<file path="src/rtl/core/rpac_pkg.sv">
// Shared constants and types for the point rotation pipeline.
// Holds the CORDIC arctangent table, the gain constant and the quadrant codes.
// No dependencies.
package rpac_pkg;

    // Extra fraction bits carried through the rotation datapath.
    localparam int GUARD_BITS = 8;

    // Angles inside the datapath are held in 2^-32 turn units.
    localparam int TURN_BITS = 32;

    // Number of entries in the arctangent table.
    localparam int TABLE_LEN = 24;

    // Inverse CORDIC gain, 0.60725293... in Q30.
    localparam logic [29:0] GAIN_Q30 = 30'd652032874;

    typedef logic [TURN_BITS-1:0] t_turn;

    // Quadrant selected by the top angle bits, rounded to the nearest quarter turn.
    typedef enum logic [1:0] {
        QUAD_0   = 2'd0,
        QUAD_90  = 2'd1,
        QUAD_180 = 2'd2,
        QUAD_270 = 2'd3
    } t_quadrant;

    // Arctangent of 2^-i in 2^-32 turn units.
    localparam t_turn ATAN_TURN [TABLE_LEN] = '{
        32'd536870912, 32'd316933406, 32'd167458907, 32'd85004756,
        32'd42667331,  32'd21354465,  32'd10679838,  32'd5340245,
        32'd2670163,   32'd1335087,   32'd667544,    32'd333772,
        32'd166886,    32'd83443,     32'd41722,     32'd20861,
        32'd10430,     32'd5215,      32'd2608,      32'd1304,
        32'd652,       32'd326,       32'd163,       32'd81
    };

endpackage

</file>
<file path="src/rtl/core/rpac_gain.sv">
// CORDIC gain correction for one coordinate: magnitude, split multiply by the
// Q30 gain, rounding and sign restore over four register stages. Uses rpac_pkg.
module rpac_gain import rpac_pkg::*; #(
    parameter int W = 44
) (
    input  logic                i_clk,
    input  logic                i_rst_n,
    input  logic                i_en,
    input  logic                i_valid,
    input  logic signed [W-1:0] i_v,
    output logic                o_valid,
    output logic signed [W-1:0] o_v
);

    // Magnitude width, at least one bit above the low 32-bit partial product.
    localparam int MW = (W > 33) ? W : 33;
    localparam int HW = MW - 32;
    localparam int SW = MW + 30;
    localparam logic [SW-1:0] HALF_LSB = SW'(1) << 29;

    logic [3:0]           r_valid;

    logic                 r_neg1;
    logic [MW-1:0]        r_m;
    logic                 r_neg2;
    logic [61:0]          r_plo;
    logic [HW+29:0]       r_phi;
    logic                 r_neg3;
    logic [W-1:0]         r_r;
    logic signed [W-1:0]  r_out;

    logic [SW-1:0]        n_sum;

    // Valid bits travel with the four stages.
    always_ff @(posedge i_clk) begin
        if (!i_rst_n) begin
            r_valid <= '0;
        end else if (i_en) begin
            r_valid <= {r_valid[2:0], i_valid};
        end
    end

    // Sum of the partial products plus one half in the Q30 position.
    assign n_sum = {r_phi, 32'd0} + SW'(r_plo) + HALF_LSB;

    always_ff @(posedge i_clk) begin
        if (i_en) begin
            // Stage one: sign and magnitude.
            r_neg1 <= i_v[W-1];
            r_m    <= MW'($unsigned(i_v[W-1] ? -i_v : i_v));
            // Stage two: low and high partial products.
            r_neg2 <= r_neg1;
            r_plo  <= r_m[31:0] * GAIN_Q30;
            r_phi  <= r_m[MW-1:32] * GAIN_Q30;
            // Stage three: round the scaled magnitude to nearest.
            r_neg3 <= r_neg2;
            r_r    <= n_sum[30 +: W];
            // Stage four: restore the sign.
            r_out  <= r_neg3 ? -signed'(r_r) : signed'(r_r);
        end
    end

    assign o_valid = r_valid[3];
    assign o_v     = r_out;

endmodule

</file>
<file path="config.mk">
export PLATFORM = sky130hd
export DESIGN_NAME = rpac_gain
export DESIGN_NICKNAME = d
export VERILOG_FILES = /design/src/rtl/core/rpac_pkg.sv /design/src/rtl/core/rpac_gain.sv
export SDC_FILE = /design/constraint.sdc
export NUM_CORES = 2
export LEC_CHECK = 0
export ABC_CLOCK_PERIOD_IN_PS = 8870
export BUFFER_PORTS_ARGS = -buffer_cell sky130_fd_sc_hd__buf_4
export CAP_MARGIN = 10
export CELL_PAD_IN_SITES_DETAIL_PLACEMENT = 0
export CELL_PAD_IN_SITES_GLOBAL_PLACEMENT = 1
export CORE_MARGIN = 10
export CORE_UTILIZATION = 45
export CTS_CLUSTER_SIZE = 14
export DETAILED_ROUTE_END_ITERATION = 10
export MAX_ROUTING_LAYER = met4
export PLACE_DENSITY = 0.76
export SLEW_MARGIN = 20
export SYNTH_ARGS = -nofsm -noshare
export SYNTH_HDL_FRONTEND = slang
export SYNTH_SLANG_ARGS = --single-unit
</file>
<file path="constraint.sdc">
create_clock -name i_clk -period 8.87 [get_ports i_clk]
set_input_delay 1.774 -clock i_clk [delete_from_list [all_inputs] [get_ports i_clk]]
set_output_delay 1.774 -clock i_clk [all_outputs]
set_load 0.01 [all_outputs]
</file>
==> summary.md <==
| Metric | Value |
|---|---|
| CP startpoint | `r_m[8]` |
| Core area | `74600 sq um` |
| Top delay family on crit path | `adder cells` |
| Max cap viols | `0` |
| Residual DRC | `0` |
| Hold path startpoint | `r_neg1` |
| CP endpoint kind | `register` |
| Mapped Cells | `between 3000 and 4000` |
| H-tree levels | `1` |
| Fmax | `~120 MHz` |
| Syn Area/Cell | `approximately 11 sq um` |
| DPL Wire Length | `roughly 76 mm` |
| GPL Wtd Cong | `between 0.9 and 1` |
| Worst Hold Class | `reg2reg` |
| Global route overflow | `0` |
| DRT iter0 DRCs | `1214` |
| Synth cell types | `66` |
| Largest net degree at the start of global routing | `84` |
| Worst Tran Pin Value | `slightly above 1 ns` |
| Mapped Area | `between 30000 and 40000 sq um` |
| # nets final | `4394` |
| Critical Path Most Common Cell | `fa_1` |
| Top_reg_cell synth | `edfxtp_1` |
| Worst R2R Start | `r_m[8]` |
| CTS Buffer Depth | `3` |
| Post_cts resized | `0` |
| Worst Path Arrival | `8.48 ns` |
| Buf+Inv Stages, Crit Path | `7` |
| Hold-fix buffers, CTS | `0` |
| Critical Path Source Type | `register` |
| Max-slew violation count | `0` |
| All-Layer GR Usage | `21.2%` |
| Clock latency on the worst-skew pair | `roughly 0.56 ns` |
| First-pass GRT wire length | `139 mm` |
| Clock skew after layout | `approximately 0.018 ns` |
| Ant diodes | `0` |
| CTS tree | `done` |
| Final critical-path required period | `8.18 ns` |
| Reg area | `6360 sq um` |
| Full die area | `between 80000 and 90000 sq um` |
| RSZ-0062 raised after global routing | `no` |
| Warnings from Yosys | `0` |
| Async SR Flop Fraction | `0%` |
| #FFs+latches synth | `between 200 and 250` |
| Slowest cell on the critical path | `fa_1` |
| Final ANT Viol Nets | `0` |
| Fin crit share | `92.2%` |
| Count of flip-flops with a built-in enable after synthesis | `around 210` |
| Final Hold Viols | `0` |
| Port bufs | `92` |
| Worst slew margin | `approximately a third` |
| Total clock buffers created by CTS | `25` |
| Area growth, synth to finish | `8.08%` |
| Max stage delay on crit path | `~0.59 ns` |
| Setup repair bufs after CTS | `0` |
| Outcome | `finished clean` |
| Initial Utilization | `a little under half` |
| Fraction of layout cells with a size suffix above 1 | `around 5.4%` |
| IO Pins | `93` |
| Setup-failing EPs final | `0` |
| Crit path max fanout | `6` |
| Setup_tns | `0 ns` |
| Vias per cell | `roughly 5.2` |
| Req. time, crit path | `a little over 9 ns` |
| Area of the multi-input gates | `between 20000 and 25000 sq um` |
| Fill count | `7015` |
| Syn nets | `between 4000 and 5000` |
| First-pass DRT Iterations | `5` |
| Vias in the first global route | `about 24000` |
| Clock-pin slew on the worst setup and hold paths | `0.06 ns` |
| CTS Sinks | `approximately 210` |
| Vias post-DR | `around 22000` |
| FP Rows | `100` |
| Root Driver | `clkbuf_16` |
| Drt wl/cell | `roughly 20 microns` |
| Worst setup path class | `reg2reg` |
| Die span in x | `~290 microns` |
| Die height | `294 microns` |
| Antenna violations before repair | `0` |
| Sequential-to-total area share from yosys stat | `18.8%` |
| Final WL | `~86 mm` |
sequential cells by signal, summed over array words and instances, names as in the netlist:
name	flops
o_v	44
r_m	44
r_neg1	1
r_neg2	1
r_neg3	1
r_phi	41
r_plo	33
r_r	44
r_valid	4
synthesized netlist by cell type, drive strengths merged (36+ instances only):
master,n,area share [%]
a21o,57,1.3
a21oi,114,1.7
clkbuf,38,0.42
edfxtp,209,19
fa,585,35
ha,489,18
inv,888,9.8
nand2,109,1.2
nand3,41,0.61
nor2,57,0.63
o21ai,85,1.3
xnor2,151,3.9
xor2,36,0.93
final timing paths:
check / endpoint / slack (ns) / depth (start not counted)
min: r_neg2 / 0.42 / 0
max: r_plo[54] / 0.69 / 25
min reg2reg: r_neg2 / 0.42 / 0
max reg2reg: r_plo[54] / 0.69 / 25
placed cells by master, fill, tap and decap left out, types with 13 or more instances in the layout:
cell type / count
a21oi_1: 114
buf_4: 115
nor2b_1: 16
o31ai_1: 22
clkbuf_16: 25
inv_1: 888
o21bai_1: 17
nand4_1: 21
a211oi_1: 13
a21o_1: 57
o21ai_0: 82
nand3_1: 41
nand2b_1: 13
a31oi_1: 13
xnor2_1: 151
ha_1: 489
edfxtp_1: 209
xor2_1: 36
and3_1: 13
nand2_1: 109
or4_1: 16
fa_1: 585
o41ai_1: 16
nor2_1: 57
per-layer routing:
layer / track usage [%] / part of all wire (%) / vias to the layer above
met2: 33.6 / 47 / 488
met5: - / 0 / -
met4: 4.13 / 2.3 / 0
met1: 29.1 / 47 / 11000
met3: 2.60 / 4.7 / 99
li1: - / - / 10400
metrics by stage:
| stage | worst slack [ns] | hold slack, ns | instance area (sq um) | std cells | util (%) |
|---|---|---|---|---|---|
| after detailed placement | 0.724 | 0.409 | 35800 | 4214 | 48.0 |
| after CTS | 0.677 | 0.422 | 36600 | 4258 | 49.1 |
| after floorplan | 1.13 | 0.400 | 33900 | 3168 | - |
| after global placement | 0.812 | 0.404 | 35800 | 4214 | 48.0 |
| after global routing | 0.246 | 0.427 | 36600 | 4258 | 49.1 |
| final | 0.691 | 0.420 | 36600 | 4258 | 49.1 |
logic make-up (layout without fill, tap and decap cells):
family                     count (synthesis)  in the layout  share of synthesized area, %
buffers and inverters                    927           1048                          10.3
DFF                                      213            213                          18.8
muxes                                      6              6                         0.177
AOI/OAI and AO/OA                        410            410                          7.95
xor gates and xnor gates                 187            187                          4.83
and+or+nand+nor                          351            351                          5.37
adders and majority gates               1074           1074                          52.6
area by class of cell:
type / instances / share of cell area (%)
inverters: 888 / 9.10
flip-flops and latches: 213 / 17.4
well taps: 969 / 3.31
multi-input cells: 2028 / 65.7
repair buffers: 116 / 2.40
clock inverters: 15 / 0.420
clock buffers: 29 / 1.75
Power is not shown: default switching activity piles up to over one toggle a cycle in this logic, so the estimate is an artifact.
