--- src/rtl/core/rpac_pkg.sv ---
// Shared constants and types for the point rotation pipeline.
// Holds the CORDIC arctangent table, the gain constant and the quadrant codes.
// No dependencies.
package rpac_pkg;

    // Extra fraction bits carried through the rotation datapath.
    localparam int GUARD_BITS = 8;

    // Angles inside the datapath are held in 2^-32 turn units.
    localparam int TURN_BITS = 32;

    // Number of entries in the arctangent table.
    localparam int TABLE_LEN = 24;

    // Inverse CORDIC gain, 0.60725293... in Q30.
    localparam logic [29:0] GAIN_Q30 = 30'd652032874;

    typedef logic [TURN_BITS-1:0] t_turn;

    // Quadrant selected by the top angle bits, rounded to the nearest quarter turn.
    typedef enum logic [1:0] {
        QUAD_0   = 2'd0,
        QUAD_90  = 2'd1,
        QUAD_180 = 2'd2,
        QUAD_270 = 2'd3
    } t_quadrant;

    // Arctangent of 2^-i in 2^-32 turn units.
    localparam t_turn ATAN_TURN [TABLE_LEN] = '{
        32'd536870912, 32'd316933406, 32'd167458907, 32'd85004756,
        32'd42667331,  32'd21354465,  32'd10679838,  32'd5340245,
        32'd2670163,   32'd1335087,   32'd667544,    32'd333772,
        32'd166886,    32'd83443,     32'd41722,     32'd20861,
        32'd10430,     32'd5215,      32'd2608,      32'd1304,
        32'd652,       32'd326,       32'd163,       32'd81
    };

endpackage

--- src/rtl/core/rpac_cstage.sv ---
// One CORDIC rotation stage with its own register, shift fixed by IDX.
// Uses the arctangent table of rpac_pkg.
module rpac_cstage import rpac_pkg::*; #(
    parameter int W   = 44,
    parameter int IDX = 0
) (
    input  logic                i_clk,
    input  logic                i_rst_n,
    input  logic                i_en,
    input  logic                i_valid,
    input  logic signed [W-1:0] i_x,
    input  logic signed [W-1:0] i_y,
    input  logic signed [31:0]  i_z,
    output logic                o_valid,
    output logic signed [W-1:0] o_x,
    output logic signed [W-1:0] o_y,
    output logic signed [31:0]  o_z
);

    localparam logic signed [31:0] STEP_ANGLE = signed'(ATAN_TURN[IDX]);

    logic                r_valid;
    logic signed [W-1:0] r_x;
    logic signed [W-1:0] r_y;
    logic signed [31:0]  r_z;

    logic signed [W-1:0] xs;
    logic signed [W-1:0] ys;
    logic signed [W-1:0] n_x;
    logic signed [W-1:0] n_y;
    logic signed [31:0]  n_z;

    // Arithmetic shifts floor; the sign of the residual angle picks the direction.
    always_comb begin
        xs = i_x >>> IDX;
        ys = i_y >>> IDX;
        if (!i_z[31]) begin
            n_x = i_x - ys;
            n_y = i_y + xs;
            n_z = i_z - STEP_ANGLE;
        end else begin
            n_x = i_x + ys;
            n_y = i_y - xs;
            n_z = i_z + STEP_ANGLE;
        end
    end

    always_ff @(posedge i_clk) begin
        if (!i_rst_n) begin
            r_valid <= 1'b0;
        end else if (i_en) begin
            r_valid <= i_valid;
        end
    end

    always_ff @(posedge i_clk) begin
        if (i_en) begin
            r_x <= n_x;
            r_y <= n_y;
            r_z <= n_z;
        end
    end

    assign o_valid = r_valid;
    assign o_x     = r_x;
    assign o_y     = r_y;
    assign o_z     = r_z;

endmodule

--- config.mk ---
export PLATFORM = sky130hd
export DESIGN_NAME = rpac_cstage
export DESIGN_NICKNAME = d
export VERILOG_FILES = /design/src/rtl/core/rpac_pkg.sv /design/src/rtl/core/rpac_cstage.sv
export SDC_FILE = /design/constraint.sdc
export NUM_CORES = 1
export LEC_CHECK = 0
export CAP_MARGIN = 0
export CORE_UTILIZATION = 25
export DETAILED_ROUTE_END_ITERATION = 10
export DONT_BUFFER_PORTS = 1
export HOLD_SLACK_MARGIN = 0.03
export PLACE_DENSITY = 0.39
export SLEW_MARGIN = 20
export SYNTH_ARGS = -nofsm -noshare
export SYNTH_HDL_FRONTEND = slang
export SYNTH_SLANG_ARGS = --single-unit
--- constraint.sdc ---
create_clock -name i_clk -period 4.1 [get_ports i_clk]
set_input_delay 0.41 -clock i_clk [delete_from_list [all_inputs] [get_ports i_clk]]
set_output_delay 0.41 -clock i_clk [all_outputs]
set_load 0.01 [all_outputs]
==> results.json <==
{
  "outcome": "finished, violations left",
  "violations": "design-rule violations",
  "worst_ir_drop_vdd_v": 0.000298,
  "via_count": 10800,
  "fin_crit_share": 0.817,
  "fmax_mhz": 299,
  "cellLeakagePower_nw": 5.44,
  "fp-row-count": 79,
  "num_antenna_cells": 0,
  "drive_above_1_share": 0.0687,
  "worst_ep_required_time_ns": 4.32,
  "post_synth.cell_area_avg_um2": 8.50,
  "synth_top_family_by_area": "compound AO/OA/AOI/OAI gates",
  "timing.max_slew.rel_slack": 0.464,
  "rrSetupSlack_ns": 3.44,
  "synth_xor_area_frac": 0.0624,
  "stdcell_area_um2": 13600,
  "power.net_switching_w": 0.00185,
  "power_frac_seq": 0.373,
  "power_frac_clock": 0.315,
  "start_util": 0.255,
  "synth_enable_flop_cells": 119,
  "post_synth_mux_area_share": 0.0229,
  "critical_setup_path_class": "primary input to register",
  "global_route.usage.total": 0.201,
  "mappedNetlistArea_um2": 11900,
  "final_nets": 1700,
  "antenna_violations_before_repair": 0,
  "worst_hold_path.endpoint": "o_valid",
  "drv_cap": 0,
  "power_per_cell_area_nw_per_um2": 355,
  "critPathCaptureType": "register",
  "power.total_w": 0.00484,
  "numClockSinks": 120,
  "num-fill-cells": 4967,
  "hp-start": "i_rst_n",
  "drt_pre_antenna_iters": 8,
  "clock_path_buffers": 2,
  "reg2reg_depth": 2,
  "post_synthesis_net_count": 1674,
  "grt_start_max_net_pins": 108,
  "placement.cell_area_um2": 12700,
  "post-route-min-period_ns": 3.35,
  "ant_nets": 0,
  "drt_wl_total_mm": 49.0,
  "cts_buffers": 17,
  "drc_marker_count_from_the_first_detailed_route_iteration": 839,
  "slew_viol_final": 0,
  "clock_skew_ns": 0,
  "worst_hold_path.num_cells": 1,
  "clk-insertion-delay-late_ns": 0.47,
  "rsz_0062_raised_after_global_routing": "false",
  "crit_path_start_kind": "primary input",
  "root_driver": "clkbuf_16",
  "yosys.area_share.simple": 0.131,
  "worstPathMaxFanout": 8,
  "vias_per_cell": 5.29,
  "grt_overflow": 0,
  "tightest_slew_ns": 0.797,
  "post-dp-hpwl_mm": 38.6,
  "switching_share": 0.382,
  "final-setup-viol-count": 0,
  "clkSlewWorstSetupHoldPaths_ns": 0.06,
  "synthAdderAreaFrac": 0.158,
  "design.core.area_um2": 46800,
  "ys_dominant_reg_cell": "edfxtp_1",
  "post_drt_wl_per_cell_um": 23.9,
  "internal-power_w": 0.00299,
  "rr_startpoint": "o_valid",
  "finalWeightedCongestion": 0.908,
  "critical_path.reg2reg.endpoint": "o_valid",
  "synthesis.yosys.warnings": 0,
  "grt_pass1_wl_mm": 71.1,
  "postSynthRegisterBits": 120,
  "number_of_global_route_vias_before_repair": 10700,
  "number_of_buffers_inserted_by_port_buffering": 0,
  "postSynthCellCount": 1402,
  "synth_cell_type_count": 78,
  "flow.area_growth_from_synthesis_pct": 14.3,
  "holdCritPathClass": "primary input to register",
  "synth_async_sr_flop_share": 0,
  "cp_data_arrival_time_ns": 3.57,
  "regArea_um2": 3590,
  "synth.yosys.seq_area_share": 0.301,
  "finalSetupTns_ns": 0,
  "io_pins": 245,
  "die_w_um": 220,
  "die_y_um": 220,
  "synth_compound_area_frac": 0.260,
  "cts_tree": "built",
  "remaining_drc_errors": 21,
  "finalHoldViolations": 0,
  "multiInputGateArea_um2": 7570,
  "die_area_um2": 48600,
  "power.combinational.fraction": 0.313,
  "htree_num_levels": 4
}
## layout by cell type, fill, tap and decap left out, types with 20 or more instances in the layout
master and count:
a21o_1 21, a21oi_1 180, buf_4 37, dlygate4sd3_1 32, edfxtp_1 119, ha_1 144
inv_1 133, mux2i_1 25, nand2_1 87, nand3_1 23, nand4_1 29, nor2_1 91
nor3_1 26, o211ai_1 20, o21ai_0 103, o21bai_1 31, xnor2_1 75
## cell families after synthesis
family / Yosys count
compound gates: 494
simple gates: 326
buf+inv: 202
fa+ha+maj: 148
flops: 120
xor+xnor: 85
mux: 27
## how the worst max path moves through the flow
| stage | startpoint | endpoint | slack (ns) | depth (start not counted) |
|---|---|---|---|---|
| floorplan | i_x[11] | o_x[37] | 0.74 | 11 |
| global placement | i_x[11] | o_x[33] | 0.33 | 11 |
| detailed placement | i_x[11] | o_x[37] | 0.26 | 11 |
| CTS | i_x[11] | o_x[37] | 0.78 | 11 |
| global route | i_x[11] | o_x[33] | 0.63 | 11 |
| finish | i_x[11] | o_x[37] | 0.75 | 11 |
## metrics by stage
stage	hold WS, ns	instances	worst slack [ns]	utilization
after global placement	0.509	1984	0.326	0.272
after CTS	0.0321	2048	0.780	0.291
after floorplan	0.509	1402	0.744	-
final	0.0828	2048	0.750	0.291
after global routing	0.0636	2048	0.629	0.291
after detailed placement	0.509	1984	0.260	0.272
## final cells by class
cell class / count / share of cell area
well taps: 607 / 0.0557
clock inverters: 15 / 0.0104
clock buffers: 17 / 0.0312
flip-flops and latches: 120 / 0.264
multi-input cells: 1080 / 0.555
inverters: 139 / 0.0383
repair buffers: 70 / 0.0454
## layer usage
metal	up-vias	global-route usage	routed length (um)
met2	375	0.311	21600
met3	40	0.0502	3620
met1	5287	0.274	22900
met5	-	0	0
li1	5132	-	-
met4	0	0.0621	845
## synth_stat cells (all sizes together), types with 20 or more instances
cell    instances  area (um^2)
a21oi         181          910
ha            144         1800
inv           138          518
edfxtp        119         3570
o21ai         117          586
nor2           91          342
nand2          87          327
xnor2          75          657
clkbuf         43          161
o21bai         31          233
nand4          29          181
nor3           26          130
mux2i          25          250
nand3          24          125
o211ai         22          184
a21o           21          158
buf            20         81.3
## state kept, by name, indices dropped and copies added (netlist names)
name     flops
o_y         43
o_valid      1
o_x         44
o_z         32
## power by group through the flow
stage	clock network (W)	logic (W)	registers, W
2_1_floorplan	0	0.000990	0.00177
3_3_place_gp	0	0.00147	0.00184
3_5_place_dp	0	0.00146	0.00183
4_1_cts	0.00159	0.00150	0.00181
5_1_grt	0.00162	0.00165	0.00183
6_report	0.00152	0.00151	0.00180
## worst max-delay path: stages
cell and delay (ns):
inv_1 0.02, ha_1 0.39, or4_4 0.61, or4_4 0.44, a2111oi_4 0.32, o311ai_2 0.26
o211ai_2 0.35, nand3_2 0.20, o31ai_2 0.30, mux2i_1 0.13, xnor2_1 0.14
## what timing repair did
action / in CTS / in global routing
resized for setup: 0 / 0
setup endpoints to repair: 0 / 0
hold buffers: 32 / 0
setup buffers: 0 / 0
endpoints found under the hold margin: 41 / 0
No activity file was read; power rests on OpenSTA's default activity.
