**config.mk**
```make
export PLATFORM = sky130hd
export DESIGN_NAME = rpac_finish
export DESIGN_NICKNAME = d
export VERILOG_FILES = /design/src/rtl/core/rpac_pkg.sv /design/src/rtl/core/rpac_finish.sv
export SDC_FILE = /design/constraint.sdc
export NUM_CORES = 1
export LEC_CHECK = 0
export BUFFER_PORTS_ARGS = -buffer_cell sky130_fd_sc_hd__buf_2
export CAP_MARGIN = 40
export CORE_MARGIN = 4
export CORE_UTILIZATION = 54
export DETAILED_ROUTE_END_ITERATION = 16
export PLACE_DENSITY = 0.82
export SLEW_MARGIN = 20
export SYNTH_ARGS = -nofsm -noshare
export SYNTH_HDL_FRONTEND = slang
export SYNTH_SLANG_ARGS = --single-unit
export TNS_END_PERCENT = 100
```
**constraint.sdc**
```tcl
create_clock -name i_clk -period 4.7 [get_ports i_clk]
set_clock_uncertainty 0.05 [all_clocks]
set_input_delay 0.94 -clock i_clk [delete_from_list [all_inputs] [get_ports i_clk]]
set_output_delay 0.94 -clock i_clk [all_outputs]
set_load 0.01 [all_outputs]
```
**src/rtl/core/rpac_pkg.sv**
```systemverilog
// Shared constants and types for the point rotation pipeline.
// Holds the CORDIC arctangent table, the gain constant and the quadrant codes.
// No dependencies.
package rpac_pkg;

    // Extra fraction bits carried through the rotation datapath.
    localparam int GUARD_BITS = 8;

    // Angles inside the datapath are held in 2^-32 turn units.
    localparam int TURN_BITS = 32;

    // Number of entries in the arctangent table.
    localparam int TABLE_LEN = 24;

    // Inverse CORDIC gain, 0.60725293... in Q30.
    localparam logic [29:0] GAIN_Q30 = 30'd652032874;

    typedef logic [TURN_BITS-1:0] t_turn;

    // Quadrant selected by the top angle bits, rounded to the nearest quarter turn.
    typedef enum logic [1:0] {
        QUAD_0   = 2'd0,
        QUAD_90  = 2'd1,
        QUAD_180 = 2'd2,
        QUAD_270 = 2'd3
    } t_quadrant;

    // Arctangent of 2^-i in 2^-32 turn units.
    localparam t_turn ATAN_TURN [TABLE_LEN] = '{
        32'd536870912, 32'd316933406, 32'd167458907, 32'd85004756,
        32'd42667331,  32'd21354465,  32'd10679838,  32'd5340245,
        32'd2670163,   32'd1335087,   32'd667544,    32'd333772,
        32'd166886,    32'd83443,     32'd41722,     32'd20861,
        32'd10430,     32'd5215,      32'd2608,      32'd1304,
        32'd652,       32'd326,       32'd163,       32'd81
    };

endpackage

```
**src/rtl/core/rpac_finish.sv**
```systemverilog
// Back end for one coordinate: drops the guard bits with rounding in a register
// stage, then adds the center and saturates. Uses rpac_pkg.
module rpac_finish import rpac_pkg::*; #(
    parameter int CW = 32,
    parameter int W  = 44
) (
    input  logic                 i_clk,
    input  logic                 i_rst_n,
    input  logic                 i_en,
    input  logic                 i_valid,
    input  logic signed [W-1:0]  i_v,
    input  logic signed [CW-1:0] i_center,
    output logic                 o_valid,
    output logic signed [CW-1:0] o_result
);

    localparam int RW = W - GUARD_BITS;
    localparam logic signed [W-1:0] ROUND_HALF = W'(1) << (GUARD_BITS - 1);

    logic                 r_valid;
    logic signed [RW-1:0] r_rnd;
    logic signed [W-1:0]  n_tmp;
    logic signed [RW:0]   sum;
    logic                 ovf;

    // Round to nearest with ties toward plus infinity, then floor by the guard bits.
    assign n_tmp = i_v + ROUND_HALF;

    always_ff @(posedge i_clk) begin
        if (!i_rst_n) begin
            r_valid <= 1'b0;
        end else if (i_en) begin
            r_valid <= i_valid;
        end
    end

    always_ff @(posedge i_clk) begin
        if (i_en) begin
            r_rnd <= n_tmp[W-1:GUARD_BITS];
        end
    end

    // Add the center back; saturate when the bits above the coordinate range
    // disagree with the sign.
    always_comb begin
        sum = (RW+1)'(r_rnd) + (RW+1)'(i_center);
        ovf = !((&sum[RW:CW-1]) || !(|sum[RW:CW-1]));
        if (ovf) begin
            o_result = {sum[RW], {(CW-1){~sum[RW]}}};
        end else begin
            o_result = sum[CW-1:0];
        end
    end

    assign o_valid = r_valid;

endmodule

```
==> results of run 1 <==
==> through the flow <==
stage / TNS, ps / util, % / setup slack [ps] / std cells / hold WS (ps)
final: -6260 / 73.6 / -250 / 698 / 489
after global routing: -9700 / 73.6 / -353 / 698 / 543
after CTS: -3740 / 73.1 / -159 / 699 / 497
after detailed placement: -7670 / 67.3 / -286 / 678 / 478
after global placement: -6660 / 67.3 / -245 / 678 / 443
after floorplan: 0 / - / 160 / 457 / 488
==> worst min-delay path: stages, from the launching register on <==
cell     delay, ps
dfxtp_1        320
mux2i_1        120
nor2b_1         60
==> cell usage after synthesis (all sizes together), types with 2 or more instances <==
master,instances
nand3b,2
a21bo,2
and2,4
edfxtp,36
nor2,24
o21ai,26
a21o,7
a21oi,35
clkbuf,2
a41oi,2
a31oi,6
buf,16
and3,8
o21a,33
nand2,51
a221oi,2
ha,37
a211oi,7
xnor2,45
a2111oi,2
nor3,3
and4,5
xor2,21
o211ai,5
inv,12
nand2b,5
nor2b,5
o21bai,2
nand3,21
mux2i,2
nand4,16
==> cell families (layout without fill, tap and decap cells) <==
| kind of cell | count (synthesis) | count (layout) |
|---|---|---|
| compound gates | 136 | 136 |
| xor+xnor | 66 | 66 |
| fa+ha+maj | 38 | 38 |
| buf+inv | 30 | 172 |
| flops | 37 | 37 |
| mux | 2 | 2 |
| simple gates | 148 | 148 |
==> sequential cells by signal, indices dropped and copies added, names as in the netlist <==
signal	cells
o_valid	1
r_rnd	36
==> timing repair <==
item / in CTS / in global routing
gates cloned: 2 / 1
pin swaps: 14 / 30
buffers inserted: 11 / 1
resized for setup: 23 / 11
setup endpoints to repair: 31 / 31
==> metal layers <==
layer  vias up  GRT usage (%)  wire length, um
met5         -              0                0
met4         0           8.29              312
met3        37           3.28              698
met2       149           46.5             6090
met1      1888           31.0             4730
li1       1971              -                -
==> final timing paths <==
path | cells after the start | start | slack, ps | endpoint
min reg2reg | 2 | o_valid | 490 | o_valid
max reg2reg | 2 | o_valid | 4050 | o_valid
min | 2 | o_valid | 490 | o_valid
max | 16 | i_center[0] | -250 | o_result[11]
==> power by group through the flow <==
stage | Combinational (mW) | Sequential [mW] | Clock, mW
after floorplan | 0.522 | 0.405 | 0
final | 0.884 | 0.403 | 0.299
after CTS | 0.868 | 0.403 | 0.301
after global routing | 0.952 | 0.406 | 0.314
after global placement | 0.754 | 0.408 | 0
after detailed placement | 0.771 | 0.409 | 0
==> final cells by class <==
class,instances,area (um^2),area share [%]
Multi-Input combinational cell,390,3060,56.1
Sequential cell,37,1100,20.2
Timing Repair Buffer,152,1000,18.4
Tap cell,99,124,2.27
Clock buffer,6,82.6,1.51
Inverter,12,45.0,0.826
Clock inverter,2,37.5,0.688
==> results.py, run 1 <==
metrics = {
    "worst_setup_path": {
        "start_kind": "input pin",
        "critPathArrivalTime_ps": 3960,
        "path_cells": "buf_6 > ha_4 > inv_2 > fa_2 > nand2b_4 > a21oi_4 > o211ai_4 > a2111oi_4 > o211ai_1 > a21bo_1 > a31o_4 > a41oi_4 > buf_12 > clkbuf_16 > o21a_1 > buf_2",
        "crit_buf_inv": 5,
        "max_stage_delay_ps": 430,
        "cp_data_required_time_ps": 3710,
        "critPathTopFamily": "compound AO/OA/AOI/OAI gates",
        "slowest_stage": "a2111oi_4",
        "crit_type": "in -> out",
        "crit_fanout": 6,
        "crit_path_end_kind": "output pin",
    },
    "logic_synthesis": {
        "synth_flop_cell": "edfxtp_1",
        "yosys.area_share.simple_pct": 17.9,
        "synth.distinct_cells": 64,
        "synth_top_area_share_pct": 25.8,
        "synth_enable_flop_cells": 36,
        "synthMuxAreaShare_pct": 0.477,
        "ys_ff_latch": 37,
        "synth_top_family_by_area": "compound AO/OA/AOI/OAI gates",
        "post-synth-top-area-cell": "edfxtp_1",
        "synthCells": 457,
        "synth_fa_ha_area_share_pct": 11.5,
        "synth.yosys.seq_area_share_pct": 26.2,
        "ys_async_sr_fraction_pct": 0,
        "syn-cell-area_mm2": 0.00420,
        "synthXorXnorAreaFrac_pct": 14.2,
        "synth_nets": 575,
        "ys_warn_count": 0,
        "synth-compound-area-share_pct": 25.0,
        "synthTopCellsByArea": "edfxtp_1 26%, ha_1 11%, xnor2_1 9.4%",
        "postSynthAreaPerCell_um2": 9.19,
    },
    "floorplanning": {
        "start_util_pct": 56.7,
        "dieArea_mm2": 0.00925,
        "die_h_um": 96.2,
        "rows": 31,
        "core_mm2": 0.00741,
        "die_x_um": 96.2,
        "ios": 113,
    },
    "cts": {
        "cts_tree": "yes",
        "cts_buffers": 5,
        "insertion_delay_ps": 290,
        "path_clk_slew_ps": 80,
        "clock_path_buffers": 2,
        "clock_sinks": 37,
        "root_buffer": "clkbuf_8",
        "hold_buffers": 0,
        "cts_max_level": 2,
    },
    "timing": {
        "slew_violations": 0,
        "min_period_ps": 4950,
        "setup_slack_ps": -250,
        "slew-limit-headroom_pct": 62.4,
        "setup_violations": 31,
        "rsz0062_at_grt": "true",
        "tightestPinTransition_ps": 562,
        "period_share_pct": 105,
        "fmax_mhz": 202,
        "hold_viol_final": 0,
    },
    "power": {
        "ir_worst_vdd_v": 0.000138,
        "power_mw": 1.59,
        "p_seq_share_pct": 25.4,
        "power.share.combinational_pct": 55.7,
        "p_per_area_mw_per_mm2": 291,
        "clkPwrFrac_pct": 18.9,
        "p_leak_nw": 2.27,
        "switching_share_pct": 38.0,
        "power.switching_mw": 0.603,
        "p_int_mw": 0.984,
    },
    "job": {
        "maxCapViolations": 0,
    },
    "grt": {
        "track_usage_pct": 25.6,
        "first_global_vias": 4099,
        "grt_overflow": 0,
        "grt_pass1_wl_mm": 18.5,
        "grt_max_degree": 38,
        "antenna_found_initial": 0,
    },
    "layout": {
        "final_common_cell": "buf_2",
        "drive_gt1_share_pct": 34.7,
        "syn_to_final_growth_pct": 29.9,
        "nNetsFinal": 716,
        "n_antenna_cell": 0,
        "layout_common_cells": "102 x buf_2, 50 x nand2_1, 44 x xnor2_1",
        "fill_cells": 552,
        "fin_area_mm2": 0.00545,
    },
    "routing": {
        "drc_errors": 0,
        "vias": 4045,
        "wl_per_cell_um": 16.9,
        "drt_iter0_drc": 297,
        "wl_mm": 11.8,
        "ant_nets": 0,
        "viasPerCell": 5.80,
        "first_pass_iters": 5,
    },
    "place": {
        "hpwl_mm": 8.70,
        "gp_routability_congestion": 0.892,
        "dpl_cell_area_mm2": 0.00498,
        "portBuffers": 105,
    },
    "outcome": {
        "status": "complete, but fails checks",
        "violations": "negative setup slack",
    },
    "worst_hold_path": {
        "min_path_type": "reg -> reg",
    },
}
Note: power is estimated with default switching activity, not from simulation.
==> inputs of run 2 (changes only) <==
--- a/config.mk
+++ b/config.mk
@@ -5,12 +5,13 @@
 export SDC_FILE = /design/constraint.sdc
 export NUM_CORES = 1
 export LEC_CHECK = 0
+export ABC_AREA = 1
 export BUFFER_PORTS_ARGS = -buffer_cell sky130_fd_sc_hd__buf_2
 export CAP_MARGIN = 40
 export CORE_MARGIN = 4
-export CORE_UTILIZATION = 54
+export CORE_UTILIZATION = 56
 export DETAILED_ROUTE_END_ITERATION = 16
-export PLACE_DENSITY = 0.82
+export PLACE_DENSITY = 0.83
 export SLEW_MARGIN = 20
 export SYNTH_ARGS = -nofsm -noshare
 export SYNTH_HDL_FRONTEND = slang
==> run 2 against run 1 <==
The flow now finishes without violations. Die area increased by 9.4%. Total power fell by 8.4%. Register-to-register slack got worse by 60 ps. Routed wire length grew 6.3%. Core utilization down 6.4 points. Sequential power is essentially flat. Critical endpoint is now o_result[5]. Largest cell class unchanged.
==> results.py, run 2 <==
metrics = {
    "layout": {
        "n_antenna_cell": 0,
        "layout_common_cells": "263 x nand2_1, 105 x buf_2, 91 x inv_1",
        "drive_gt1_share_pct": 18.4,
        "fin_util_pct": 67.2,
        "largest_register_ffs": 36,
        "final_common_cell": "nand2_1",
        "syn_to_final_growth_pct": 15.7,
        "nNetsFinal": 955,
        "largest-register": "r_rnd",
    },
    "routing": {
        "viasPerCell": 5.27,
        "vias": 4971,
        "first_pass_iters": 5,
        "drt_iter0_drc": 262,
        "ant_nets": 0,
        "wl_mm": 12.6,
        "drc_errors": 0,
        "wl_per_cell_um": 13.3,
    },
    "grt": {
        "antenna_found_initial": 0,
        "track_usage_pct": 24.9,
        "first_global_vias": 4579,
        "grt_pass1_wl_mm": 20.6,
        "grt_max_degree": 39,
        "grt_overflow": 0,
    },
    "logic_synthesis": {
        "ys_ff_latch": 37,
        "ys_warn_count": 0,
        "postSynthAreaPerCell_um2": 6.58,
        "synthTopCellsByArea": "edfxtp_1 23%, nand2_1 21%, ha_1 9.6%",
        "ys_async_sr_fraction_pct": 0,
        "synth_top_area_share_pct": 22.5,
        "yosysMostFrequentCell": "nand2_1",
        "synth_flop_cell": "edfxtp_1",
        "synthTopCellsByCount": "263 x nand2_1, 91 x inv_1, 56 x nor2_1, 41 x xor2_1, 38 x a21oi_1",
        "synthCells": 730,
        "post-synth-top-area-cell": "edfxtp_1",
        "synth_enable_flop_cells": 36,
        "synth_nets": 848,
        "syn-cell-area_mm2": 0.00480,
        "synth.distinct_cells": 35,
        "synth.yosys.seq_area_share_pct": 22.9,
    },
    "worst_setup_path": {
        "cp_data_required_time_ps": 3710,
        "crit_path_end_kind": "output pin",
        "start_kind": "input pin",
        "critPathArrivalTime_ps": 3450,
        "crit_type": "in -> out",
        "crit_fanout": 31,
        "crit_start": "i_center[0]",
        "r2r-start": "o_valid",
    },
    "timing": {
        "holdWs_ps": 502,
        "hold_viol_final": 0,
        "period_share_pct": 94.4,
        "slew_violations": 0,
        "rsz0062_at_grt": "false",
        "min_period_ps": 4440,
        "setup_violations": 0,
        "finalSetupTns_ps": 0,
        "fmax_mhz": 225,
        "slew-limit-headroom_pct": 47.5,
        "tightestPinTransition_ps": 787,
    },
    "floorplanning": {
        "ios": 113,
        "core_mm2": 0.00826,
        "rows": 33,
        "die_x_um": 101,
        "die_h_um": 101,
        "dieArea_mm2": 0.0101,
        "start_util_pct": 58.1,
    },
    "power": {
        "ir_worst_vdd_v": 0.000220,
        "power.switching_mw": 0.575,
        "switching_share_pct": 39.6,
        "p_int_mw": 0.878,
        "p_seq_share_pct": 27.8,
        "p_leak_nw": 2.90,
        "p_per_area_mw_per_mm2": 262,
        "clkPwrFrac_pct": 21.8,
        "power_mw": 1.45,
        "power.share.combinational_pct": 50.4,
    },
    "cts": {
        "clock_sinks": 37,
        "hold_buffers": 0,
        "clock_path_buffers": 2,
        "cts_buffers": 5,
        "cts_setup_buffers": 0,
        "path_clk_slew_ps": 70,
        "insertion_delay_ps": 280,
        "cts_max_level": 2,
        "cts_tree": "yes",
        "root_buffer": "clkbuf_8",
        "cts_resized": 0,
    },
    "worst_hold_path": {
        "min_from": "o_valid",
        "min_path_type": "reg -> reg",
    },
    "outcome": {
        "status": "finished, final reports clean",
    },
    "place": {
        "gp_routability_congestion": 0.933,
        "portBuffers": 105,
        "hpwl_mm": 10.7,
    },
    "job": {
        "maxCapViolations": 0,
    },
}
[run 2: final timing paths]
| path | end | slack [ps] | depth (start not counted) |
|---|---|---|---|
| worst max-delay path | o_result[5] | 260 | 22 |
| worst min-delay path | o_valid | 500 | 2 |
| worst max register to register | o_valid | 3990 | 2 |
| worst min register to register | o_valid | 500 | 2 |
[run 2: power groups by stage]
stage          Sequential, mW  Combinational (mW)  Clock [mW]
2_1_floorplan           0.405               0.500           0
3_3_place_gp            0.409               0.706           0
3_5_place_dp            0.410               0.720           0
4_1_cts                 0.404               0.724       0.322
5_1_grt                 0.406               0.819       0.338
6_report                0.404               0.732       0.317
[run 2: logic make-up after synthesis]
kind of cell,after synthesis,synth area share [%]
XOR/XNOR,62,11.3
AO/OA/AOI/OAI,63,7.30
adder cells (fa/ha/maj),38,10.1
buffers and inverters,100,8.76
AND/OR/NAND/NOR,430,39.6
flip-flops,37,22.9
[run 2: metrics by stage]
step	cells	area (um^2)	setup WS, ps
6_report	943	5550	263
5_1_grt	943	5550	31.1
4_1_cts	943	5540	238
3_5_place_dp	935	5410	240
3_3_place_gp	935	5410	343
2_1_floorplan	730	4800	816
[run 2: final cells by class]
type / instances / area, um^2
tap: 105 / 131
clock buffer: 5 / 68.8
inverter: 94 / 353
clock inverter: 3 / 65.1
fill: 766 / 2710
multi-input combinational: 593 / 3290
timing repair buffer: 106 / 546
sequential: 37 / 1100
[run 2: worst max-delay path: stages]
cell and delay (ps):
buf_2 80, ha_1 240, inv_1 80, fa_1 400, inv_1 110, nand2_1 60
nand2_1 70, nand3_1 80, nand2_2 110, nand2_1 80, nand2_2 100, nand2_2 70
nand2_1 60, nand2_1 50, nand2_1 90, nand3_1 110, nor2_2 110, nand2_2 110
nand3_2 110, buf_12 170, nand2_1 70, buf_2 140
[run 2: metal layers]
| layer | routed length, um | up-vias | track usage (%) | part of all wire [%] |
|---|---|---|---|---|
| li1 | - | 2561 | - | - |
| met1 | 5820 | 2205 | 34.9 | 46 |
| met2 | 5750 | 188 | 42.2 | 46 |
| met3 | 800 | 17 | 1.04 | 6.4 |
| met4 | 204 | 0 | 6.42 | 1.6 |
| met5 | 0 | - | 0 | 0 |
