===== config.mk =====
export PLATFORM = sky130hd
export DESIGN_NAME = rpac_prep
export DESIGN_NICKNAME = d
export VERILOG_FILES = /design/src/rtl/core/rpac_pkg.sv /design/src/rtl/core/rpac_prep.sv
export SDC_FILE = /design/constraint.sdc
export NUM_CORES = 1
export LEC_CHECK = 0
export BUFFER_PORTS_ARGS = -buffer_cell sky130_fd_sc_hd__buf_2
export CELL_PAD_IN_SITES_DETAIL_PLACEMENT = 0
export CELL_PAD_IN_SITES_GLOBAL_PLACEMENT = 1
export CORE_ASPECT_RATIO = 1.75
export CORE_MARGIN = 2
export CORE_UTILIZATION = 45
export DETAILED_ROUTE_END_ITERATION = 10
export PLACE_DENSITY = 0.95
export SETUP_SLACK_MARGIN = 0.2
export SYNTH_ARGS = -nofsm -noshare
export SYNTH_HDL_FRONTEND = slang
export SYNTH_SLANG_ARGS = --single-unit

===== constraint.sdc =====
create_clock -name i_clk -period 8.8 [get_ports i_clk]
set_clock_uncertainty 0.15 [all_clocks]
set_input_delay 0.44 -clock i_clk [delete_from_list [all_inputs] [get_ports i_clk]]
set_output_delay 0.44 -clock i_clk [all_outputs]
set_load 0.02 [all_outputs]

===== src/rtl/core/rpac_pkg.sv =====
// Shared constants and types for the point rotation pipeline.
// Holds the CORDIC arctangent table, the gain constant and the quadrant codes.
// No dependencies.
package rpac_pkg;

    // Extra fraction bits carried through the rotation datapath.
    localparam int GUARD_BITS = 8;

    // Angles inside the datapath are held in 2^-32 turn units.
    localparam int TURN_BITS = 32;

    // Number of entries in the arctangent table.
    localparam int TABLE_LEN = 24;

    // Inverse CORDIC gain, 0.60725293... in Q30.
    localparam logic [29:0] GAIN_Q30 = 30'd652032874;

    typedef logic [TURN_BITS-1:0] t_turn;

    // Quadrant selected by the top angle bits, rounded to the nearest quarter turn.
    typedef enum logic [1:0] {
        QUAD_0   = 2'd0,
        QUAD_90  = 2'd1,
        QUAD_180 = 2'd2,
        QUAD_270 = 2'd3
    } t_quadrant;

    // Arctangent of 2^-i in 2^-32 turn units.
    localparam t_turn ATAN_TURN [TABLE_LEN] = '{
        32'd536870912, 32'd316933406, 32'd167458907, 32'd85004756,
        32'd42667331,  32'd21354465,  32'd10679838,  32'd5340245,
        32'd2670163,   32'd1335087,   32'd667544,    32'd333772,
        32'd166886,    32'd83443,     32'd41722,     32'd20861,
        32'd10430,     32'd5215,      32'd2608,      32'd1304,
        32'd652,       32'd326,       32'd163,       32'd81
    };

endpackage


===== src/rtl/core/rpac_prep.sv =====
// Front end of the rotation pipeline: offset from center, angle split and
// exact quarter-turn rotation, in two register stages. Uses rpac_pkg.
module rpac_prep import rpac_pkg::*; #(
    parameter int CW = 32,
    parameter int AB = 16,
    parameter int W  = 44
) (
    input  logic                 i_clk,
    input  logic                 i_rst_n,
    input  logic                 i_en,
    input  logic                 i_valid,
    input  logic signed [CW-1:0] i_px,
    input  logic signed [CW-1:0] i_py,
    input  logic signed [CW-1:0] i_cx,
    input  logic signed [CW-1:0] i_cy,
    input  logic [AB-1:0]        i_ang,
    output logic                 o_valid,
    output logic signed [W-1:0]  o_x,
    output logic signed [W-1:0]  o_y,
    output logic signed [31:0]   o_z
);

    logic                 r_v1;
    logic signed [CW:0]   r_dx;
    logic signed [CW:0]   r_dy;
    t_quadrant            r_q;
    logic signed [31:0]   r_z1;

    logic                 r_v2;
    logic signed [W-1:0]  r_x;
    logic signed [W-1:0]  r_y;
    logic signed [31:0]   r_z2;

    t_turn                full_turn;
    t_quadrant            n_q;
    logic signed [W-1:0]  n_x;
    logic signed [W-1:0]  n_y;

    // Widen the angle to a full 32-bit turn and round the quadrant to nearest.
    // The residue is kept in [-1/8, 1/8) turn as a sign-extended 30-bit value.
    always_comb begin
        full_turn = {i_ang, {(TURN_BITS-AB){1'b0}}};
        n_q       = t_quadrant'(full_turn[31:30] + {1'b0, full_turn[29]});
    end

    // Valid bits of both stages.
    always_ff @(posedge i_clk) begin
        if (!i_rst_n) begin
            r_v1 <= 1'b0;
            r_v2 <= 1'b0;
        end else if (i_en) begin
            r_v1 <= i_valid;
            r_v2 <= r_v1;
        end
    end

    // Stage one: offsets at full precision and the split angle.
    always_ff @(posedge i_clk) begin
        if (i_en) begin
            r_dx <= (CW+1)'(i_px) - (CW+1)'(i_cx);
            r_dy <= (CW+1)'(i_py) - (CW+1)'(i_cy);
            r_q  <= n_q;
            r_z1 <= signed'({{2{full_turn[29]}}, full_turn[29:0]});
        end
    end

    // Stage two: add guard bits and rotate by the selected quarter turn.
    always_comb begin
        logic signed [W-1:0] ex;
        logic signed [W-1:0] ey;
        ex = W'(r_dx) <<< GUARD_BITS;
        ey = W'(r_dy) <<< GUARD_BITS;
        case (r_q)
            QUAD_90: begin
                n_x = -ey;
                n_y = ex;
            end
            QUAD_180: begin
                n_x = -ex;
                n_y = -ey;
            end
            QUAD_270: begin
                n_x = ey;
                n_y = -ex;
            end
            default: begin
                n_x = ex;
                n_y = ey;
            end
        endcase
    end

    always_ff @(posedge i_clk) begin
        if (i_en) begin
            r_x  <= n_x;
            r_y  <= n_y;
            r_z2 <= r_z1;
        end
    end

    assign o_valid = r_v2;
    assign o_x     = r_x;
    assign o_y     = r_y;
    assign o_z     = r_z2;

endmodule


==> results of run 1 <==
[through the flow]
| step | area [um2] | hold slack (ns) |
|---|---|---|
| floorplan | 11500 | 0.250 |
| global placement | 12700 | 0.251 |
| detailed placement | 12700 | 0.255 |
| CTS | 13300 | 0.00153 |
| global route | 13300 | 0.00979 |
| finish | 13300 | 0.0250 |
[cell usage in the layout (no fill, tap or decap), drive strengths merged, types with 3 or more instances in the layout]
master  instances
a211oi          5
a21boi          3
a21o           22
a21oi          93
a221oi          3
a31oi          13
and2            3
buf           240
bufinv          4
clkbuf         18
clkinv          6
conb           32
edfxtp        168
ha             67
inv            91
mux2i           5
nand2          90
nand2b         20
nand3           9
nand4           9
nor2           90
nor2b          21
nor3           22
nor4            4
o211ai          3
o21a            8
o21ai          89
o21bai         10
o31a            4
o31ai          16
o41ai           7
or2             5
or3            15
or4            14
xnor2          93
xor2           57
[worst min-delay path by stage]
stage / end / slack (ns) / cells after the start
after global placement: o_z[18] / 0.25 / 0
after CTS: r_z1[24] / 0.002 / 1
after global routing: r_z1[25] / 0.01 / 1
after floorplan: o_z[16] / 0.25 / 0
after detailed placement: o_z[27] / 0.25 / 0
final: r_z1[24] / 0.02 / 1
[area by class of cell]
class	count	area, um2	area share
Multi-Input combinational cell	853	5620	0.423
Sequential cell	170	5080	0.383
Timing Repair Buffer	240	1220	0.0917
Clock buffer	18	429	0.0323
Tap cell	312	390	0.0294
Inverter	89	334	0.0252
Clock inverter	14	196	0.0148
Antenna cell	2	5.00	0.000377
[power breakdown]
group	switching, mW	internal [mW]	total, mW
clock	0.312	0.476	0.788
sequential	0.0861	1.06	1.15
combinational	0.435	0.293	0.728
total	0.833	1.83	2.66
[registers in the layout, summed over array words and instances, names as in the netlist]
signal / flops
r_z1: 14
o_y: 36
o_valid: 1
r_q: 2
o_z: 14
o_x: 36
r_v1: 1
r_dy: 33
r_dx: 33
[cells in the mapped netlist, types with 20 or more instances]
master	n
edfxtp_1	168
a21oi_1	93
xnor2_1	93
nand2_1	90
nor2_1	90
inv_1	89
o21ai_0	83
ha_1	67
xor2_1	57
buf_4	34
clkbuf_1	31
a21o_1	22
nor2b_1	21
nand2b_1	20
[cell families after synthesis]
logic type,share of synthesized area
simple gates,0.132
other cells,0.000331
flops,0.448
buf+inv,0.0660
compound gates,0.150
mux,0.00938
xor+xnor,0.116
fa+ha+maj,0.0774
[metal layers]
metal	part of all wire	global-route usage	routed length, um
met5	0.00092	0	24
met1	0.38	0.221	9990
met2	0.53	0.360	13700
met4	0.038	0.101	988
met3	0.051	0.0359	1330
[worst max-delay path, stage by stage (launching register included)]
cell and delay (ns):
edfxtp_1 0.44, or2_1 0.27, or4_1 0.46, or4_1 0.55, or2_1 0.32, or3_1 0.40
nor3_1 0.23, nor3b_1 0.13, o32a_1 0.32
==> reports/metrics.yaml, run 1 <==
status: "complete, no violations"
max-slew-margin-rel: 0.370
ys_top_cells_by_area: "edfxtp_1 44%, ha_1 7.4%, xnor2_1 7.2%"
cts_tree: "done"
ff2ff_setup_slack_ns: 5.27
dp_slack_ns: 4.86
post-route-period-util: 0.402
initial_utilization: 0.459
cp.required_ns: 8.84
synth_top_area_share: 0.445
slew_viol_final: 0
cts_buffer_depth: 2
critPathMaxFanout: 5
ff2ff_path_depth: 8
ys_ff_latch: 170
hpwlAfterDp_um: 20600
rows: 76
p_total_mw: 2.66
crit_path_end: "o_x[41]"
synth-main-ff-cell: "edfxtp_1"
grt_max_degree: 103
p_per_area_nw_per_um2: 200
core_area_um2: 24700
chipWidth_um: 124
drt-initial-drc-count: 479
async_flop_share: 0
end_kind: "flip-flop"
regToRegEndpoint: "o_x[41]"
drv_cap: 0
fin_ws_ns: 5.27
syn_area_um2: 11300
crit_arrival_ns: 3.57
numCtsBuffers: 17
dp.cells: 1664
insertion_delay_ns: 0.44
post-route-util: 0.537
via_per_inst: 5.21
fin_setup_tns_ns: 0
portBuffers: 236
via_count: 8845
drt_pass1_iterations: 7
avgSynthCellArea_um2: 9.80
grt_overflow_total: 0
synth_top_area_cell: "edfxtp_1"
leakage_nw: 5.67
cts_resized: 0
critPathLaunchType: "flip-flop"
synth_cell_types: 58
layout-drive-gt1-share: 0.206
clock-sinks: 170
drc: 0
min_period_ns: 3.53
die-area_um2: 26500
synth_edf_count: 168
worst_pin_slew_ns: 0.944
critPathLaunch: "r_dx[1]"
drt-wirelength-per-cell_um: 15.3
setup_viol: 0
hold_start: "i_ang[8]"
nets: 1588
grt_antenna_before_repair: 5
grt_pass1_vias: 8655
path_clk_slew_ns: 0.06
fin_cells: 1698
rsz0062_at_grt: "false"
htreeDepth: 4
holdBufCountCts: 0
synth_cells: 1157
hold_class: "input pin to flip-flop"
postRouteAntennaNets: 0
io_pins: 269
place_congestion: 0.843
drt_wl_total_um: 26000
grt.total_usage: 0.201
fmax_mhz: 283
seq_area_frac_synth: 0.448
synth-warning-count: 0
area_delta_synth_final_pct: 17.1
hold_viol: 0
grt_pass1_wl_um: 41700
die_y_um: 214
rr_startpoint: "r_dx[1]"
fill_cells: 2262
ir_drop_mv: 0.143
ctsRootBufferMaster: "clkbuf_16"
post_cts_buffers: 0
criticalPathCategory: "flip-flop to flip-flop"
(Power assumes the default switching activity.)
==> run 2, diff against run 1 <==
--- a/config.mk
+++ b/config.mk
@@ -10,9 +10,9 @@
 export CELL_PAD_IN_SITES_GLOBAL_PLACEMENT = 1
 export CORE_ASPECT_RATIO = 1.75
 export CORE_MARGIN = 2
-export CORE_UTILIZATION = 45
+export CORE_UTILIZATION = 38
 export DETAILED_ROUTE_END_ITERATION = 10
-export PLACE_DENSITY = 0.95
+export PLACE_DENSITY = 0.9
 export SETUP_SLACK_MARGIN = 0.2
 export SYNTH_ARGS = -nofsm -noshare
 export SYNTH_HDL_FRONTEND = slang
==> constraint.sdc (replaced) <==
create_clock -name i_clk -period 2.9 [get_ports i_clk]
set_clock_uncertainty 0.15 [all_clocks]
set_input_delay 0.145 -clock i_clk [delete_from_list [all_inputs] [get_ports i_clk]]
set_output_delay 0.145 -clock i_clk [all_outputs]
set_load 0.02 [all_outputs]
==> run 2 against run 1 <==
Compared with the run above:
- the flow now finishes with violations (negative setup slack)
- register-to-register slack worse by 5.6 ns
- die area is 18% higher
- setup slack worse by 5.6 ns
- first-iteration DRC count up 1.3%
- core utilization decreased by 2.9 points
- clock power rose to 2.8 times the previous value
- non-clock buffer count is 158 higher
- power grew to 3.1 times the previous value
==> reports/metrics.yaml, run 2 (synthesized netlist as in run 1, its figures left out) <==
slowest_stage: "or4_4"
status: "complete, but fails checks"
drt_wl_total_um: 28200
p_total_mw: 8.28
holdWs_ns: 0.0236
ff2ff_setup_slack_ns: -0.30
placed_area_um2: 13900
cp.required_ns: 2.94
ir_drop_mv: 0.340
rr_startpoint: "r_dy[15]"
die-area_um2: 31300
switching_share: 0.332
area_delta_synth_final_pct: 31.8
grt_overflow_total: 0
via_count: 9336
path_clk_slew_ns: 0.07
hpwlAfterDp_um: 22900
cp.buffers_inverters: 0
slowest_delay_ns: 0.56
max-slew-margin-rel: 0.600
grt_antenna_before_repair: 5
p_switching_mw: 2.75
layout_commonest_cell: "buf_2"
hold_class: "input pin to flip-flop"
p_int_mw: 5.54
htreeDepth: 4
numCtsBuffers: 17
seqCellArea_um2: 5080
end_kind: "flip-flop"
slew_viol_final: 0
p_per_area_nw_per_um2: 554
fin_ws_ns: -0.298
fmax_mhz: 313
core_area_um2: 29400
min_period_ns: 3.20
seq_power_share: 0.415
insertion_delay_ns: 0.45
drt-wirelength-per-cell_um: 14.6
place_congestion: 0.860
grt_pass1_vias: 9082
drt-initial-drc-count: 485
multiInputGateArea_um2: 5960
initial_utilization: 0.386
post-route-util: 0.509
hold-path-endpoint: "o_z[24]"
regToRegEndpoint: "o_y[38]"
cts_tree: "done"
critPathMaxFanout: 4
via_per_inst: 4.85
nets: 1746
p_clk_frac: 0.262
chipWidth_um: 135
hold_viol: 0
hold_depth: 1
grt_pass1_wl_um: 43900
ff2ff_path_depth: 8
drt_pass1_iterations: 4
final_cell_area_um2: 14900
ctsRootBufferMaster: "clkbuf_16"
cpLargestDelayFamily: "simple AND/OR/NAND/NOR gates"
crit_top_cell: "or4_4"
hold_start: "i_en"
postRouteAntennaNets: 0
failed_checks: "negative setup slack"
pwr-share-comb: 0.323
crit_arrival_ns: 3.24
critPathLaunchType: "flip-flop"
grt.total_usage: 0.179
grt_max_degree: 109
die_y_um: 233
rsz0062_at_grt: "true"
post-route-period-util: 1.10
rows: 83
clock-sinks: 170
criticalPathCategory: "flip-flop to flip-flop"
leakage_nw: 6.52
portBuffers: 236
cts_buffer_depth: 2
layout-drive-gt1-share: 0.311
fill_cells: 2694
crit_chain: "or4_4 -> or4_4 -> or4_4 -> or3b_4 -> nor3_2 -> nand2b_1 -> xor2_1 -> mux2i_1"
setup_viol: 32
worst_pin_slew_ns: 0.601
io_pins: 269
drc: 0
drv_cap: 0
final_cell_mix: "235 x buf_2, 168 x edfxtp_1, 136 x buf_4, 92 x a21oi_1, 90 x nand2_1"
fin_setup_tns_ns: -4.53
[run 2: power groups by stage]
stage	registers, mW	clock network, mW	logic (mW)
after floorplan	3.70	0	1.39
after global placement	3.46	0	2.56
after detailed placement	3.48	0	2.60
after CTS	3.43	2.22	2.67
after global routing	3.47	2.31	2.95
final	3.44	2.17	2.68
[run 2: cell type report]
class | instances | area share
Tap cell | 382 | 0.0320
Timing Repair Buffer | 398 | 0.168
Clock buffer | 17 | 0.0285
Clock inverter | 15 | 0.00988
Multi-Input combinational cell | 853 | 0.398
Sequential cell | 170 | 0.340
Inverter | 89 | 0.0228
Antenna cell | 2 | 0.000335
[run 2: worst max-delay path by stage]
stage	start	to	slack, ns	cells past startpoint
2_1_floorplan	r_dy[16]	o_y[38]	-0.31	9
3_3_place_gp	i_py[0]	r_dy[30]	-0.30	17
3_5_place_dp	r_dy[18]	o_y[38]	-0.32	8
4_1_cts	r_dy[15]	o_y[38]	-0.24	8
5_1_grt	r_dy[15]	o_y[39]	-0.37	9
6_report	r_dy[15]	o_y[38]	-0.30	8
[run 2: metrics by stage]
step | instances | setup WS, ns
final | 1926 | -0.298
after floorplan | 1188 | -0.315
after global placement | 1859 | -0.295
after detailed placement | 1859 | -0.319
after global routing | 1925 | -0.370
after CTS | 1922 | -0.238
[run 2: layer usage]
layer	routed length, um	global-route usage
met1	10700	0.188
met2	15400	0.345
met3	1040	0.0290
met4	965	0.0822
met5	35	0
[run 2: repair_timing]
item | CTS | global route
cloned | 0 | 0
gates resized for setup | 28 | 20
endpoints found under the hold margin | 20 | 0
setup endpoints to repair | 45 | 58
setup buffers | 11 | 2
pin swaps | 11 | 12
hold buffers | 20 | 0
==> run 3, diff against run 2 <==
--- a/config.mk
+++ b/config.mk
@@ -12,6 +12,7 @@
 export CORE_MARGIN = 2
 export CORE_UTILIZATION = 38
 export DETAILED_ROUTE_END_ITERATION = 10
+export MAX_ROUTING_LAYER = met4
 export PLACE_DENSITY = 0.9
 export SETUP_SLACK_MARGIN = 0.2
 export SYNTH_ARGS = -nofsm -noshare
==> run 3 against run 2 <==
Compared with the run above:
- the run still ends with negative setup slack left
- clock power grew 6%
- count of clock-buffer cells in the layout grew 2
- core utilization grew 0.33 points
- sequential share of layout area shrank 0.22 points
- via count grew 0.66%
- power grew 1.8%
- worst hold slack gained 0.013 ns
- die area is the same
- critical endpoint unchanged
- largest power group unchanged
==> reports/metrics.yaml, run 3 (synthesized netlist as in run 1, its figures left out) <==
drt-initial-drc-count: 529
cp.required_ns: 2.92
ff2ff_path_depth: 8
dp_slack_ns: -0.345
leakage_nw: 6.58
p_total_mw: 8.43
fin_ws_ns: -0.278
dp.cells: 1860
drt_pass1_iterations: 5
top_layer_used: "met4"
place_congestion: 0.906
end_kind: "flip-flop"
fin_cells: 1933
cts_tree: "done"
grt.total_usage: 0.189
criticalPathCategory: "flip-flop to flip-flop"
grt_pass1_vias: 9251
postRouteAntennaNets: 0
grt_pass1_wl_um: 44800
via_per_inst: 4.86
core_area_um2: 29400
insertion_delay_ns: 0.44
chipWidth_um: 135
ff2ff_setup_slack_ns: -0.28
rsz0062_at_grt: "true"
die_y_um: 233
dr_wl_met2_um: 15900
dr_wl_met3_um: 957
rows: 83
hpwlAfterDp_um: 23100
met1_length_um: 11000
hold_viol: 0
p_per_area_nw_per_um2: 560
status: "complete, but fails checks"
clock-sinks: 170
ir_drop_mv: 0.395
final_cell_mix: "235 x buf_2, 168 x edfxtp_1, 140 x buf_4, 92 x a21oi_1"
area_delta_synth_final_pct: 32.7
crit_arrival_ns: 3.20
via_count: 9398
failed_checks: "negative setup slack"
cts_buffer_depth: 2
crit_path_end: "o_y[38]"
grt_overflow_total: 0
min_period_ns: 3.18
critPathMaxFanout: 4
initial_utilization: 0.386
grt_antenna_before_repair: 2
max-slew-margin-rel: 0.619
die-area_um2: 31300
slew_viol_final: 0
rr_startpoint: "r_dy[18]"
path_clk_slew_ns: 0.06
htreeDepth: 4
nets: 1753
drc: 0
portBuffers: 236
worst_pin_slew_ns: 0.572
io_pins: 269
critPathLaunch: "r_dy[18]"
numCtsBuffers: 17
fmax_mhz: 315
layout_commonest_cell: "buf_2"
hold_class: "input pin to flip-flop"
post-route-period-util: 1.10
drv_cap: 0
ctsRootBufferMaster: "clkbuf_16"
critPathLaunchType: "flip-flop"
drt_wl_total_um: 28900
setup_viol: 34
grt_max_degree: 109
drt-wirelength-per-cell_um: 14.9
layout-drive-gt1-share: 0.312
regToRegEndpoint: "o_y[38]"
==> run 3: changes by cell type in the layout (fill, tap and decap cells not counted), moves of 2 or more <==
cell	before	now
buf_4	136	140
clkinv_4	4	0
buf_6	3	6
bufinv_16	0	3
clkinv_2	0	3
inv_8	5	2
or3_1	7	4
or3_4	8	11
clkbuf_1	0	2
nor4_2	2	0
nor4_4	0	2
o31ai_2	3	1
==> run 3: area by class of cell <==
| cell class | instances | area (um2) |
|---|---|---|
| Fill cell | 2726 | 14300 |
| Multi-Input combinational cell | 853 | 5970 |
| Sequential cell | 170 | 5080 |
| Timing Repair Buffer | 405 | 2570 |
| Tap cell | 382 | 478 |
| Clock buffer | 19 | 433 |
| Inverter | 89 | 342 |
| Clock inverter | 13 | 163 |
| Antenna cell | 2 | 5.00 |
==> run 3: metrics by stage <==
step,hold WS [ns],instance area [um2],setup TNS [ns],util
5_1_grt,0.0415,15000,-8.89,0.512
2_1_floorplan,0.0939,11600,-2.72,-
4_1_cts,0.0139,14900,-4.37,0.507
3_5_place_dp,0.174,13900,-8.36,0.472
3_3_place_gp,0.171,13900,-6.24,0.472
6_report,0.0364,15000,-5.23,0.512
==> run 3: repair_timing <==
item | in CTS | in global routing
setup buffers | 13 | 6
hold endpoints to repair | 20 | 0
hold buffers | 20 | 0
setup endpoints to repair | 43 | 61
pin swaps | 13 | 24
resized for setup | 31 | 19
==> run 3: worst max-delay path, stage by stage, from the launching register on <==
cell	delay, ns
edfxtp_1	0.39
or4_4	0.56
or4_4	0.43
or4_4	0.45
or3b_4	0.42
nor3_4	0.13
nand2b_1	0.14
xor2_1	0.15
mux2i_1	0.09
==> run 3: report_power, final <==
group          switching (mW)  internal, mW
combinational            1.51          1.19
clock                   0.931          1.36
sequential              0.231          3.21
total                    2.67          5.76
==> run 3: worst min-delay path by stage <==
| stage | startpoint | to | slack (ns) | cells after the start |
|---|---|---|---|---|
| after detailed placement | i_ang[2] | r_z1[18] | 0.17 | 1 |
| after global routing | i_cx[1] | r_dx[1] | 0.04 | 3 |
| after CTS | i_cx[1] | r_dx[1] | 0.01 | 3 |
| after floorplan | i_ang[0] | r_z1[16] | 0.09 | 0 |
| after global placement | i_ang[4] | r_z1[20] | 0.17 | 1 |
| final | i_py[31] | r_dy[31] | 0.04 | 3 |
==> run 3: layer usage <==
metal / vias up / global-route usage
met5: - / -
met4: 0 / 0.0862
met3: 62 / 0.0277
met2: 216 / 0.351
met1: 4322 / 0.193
li1: 4798 / -
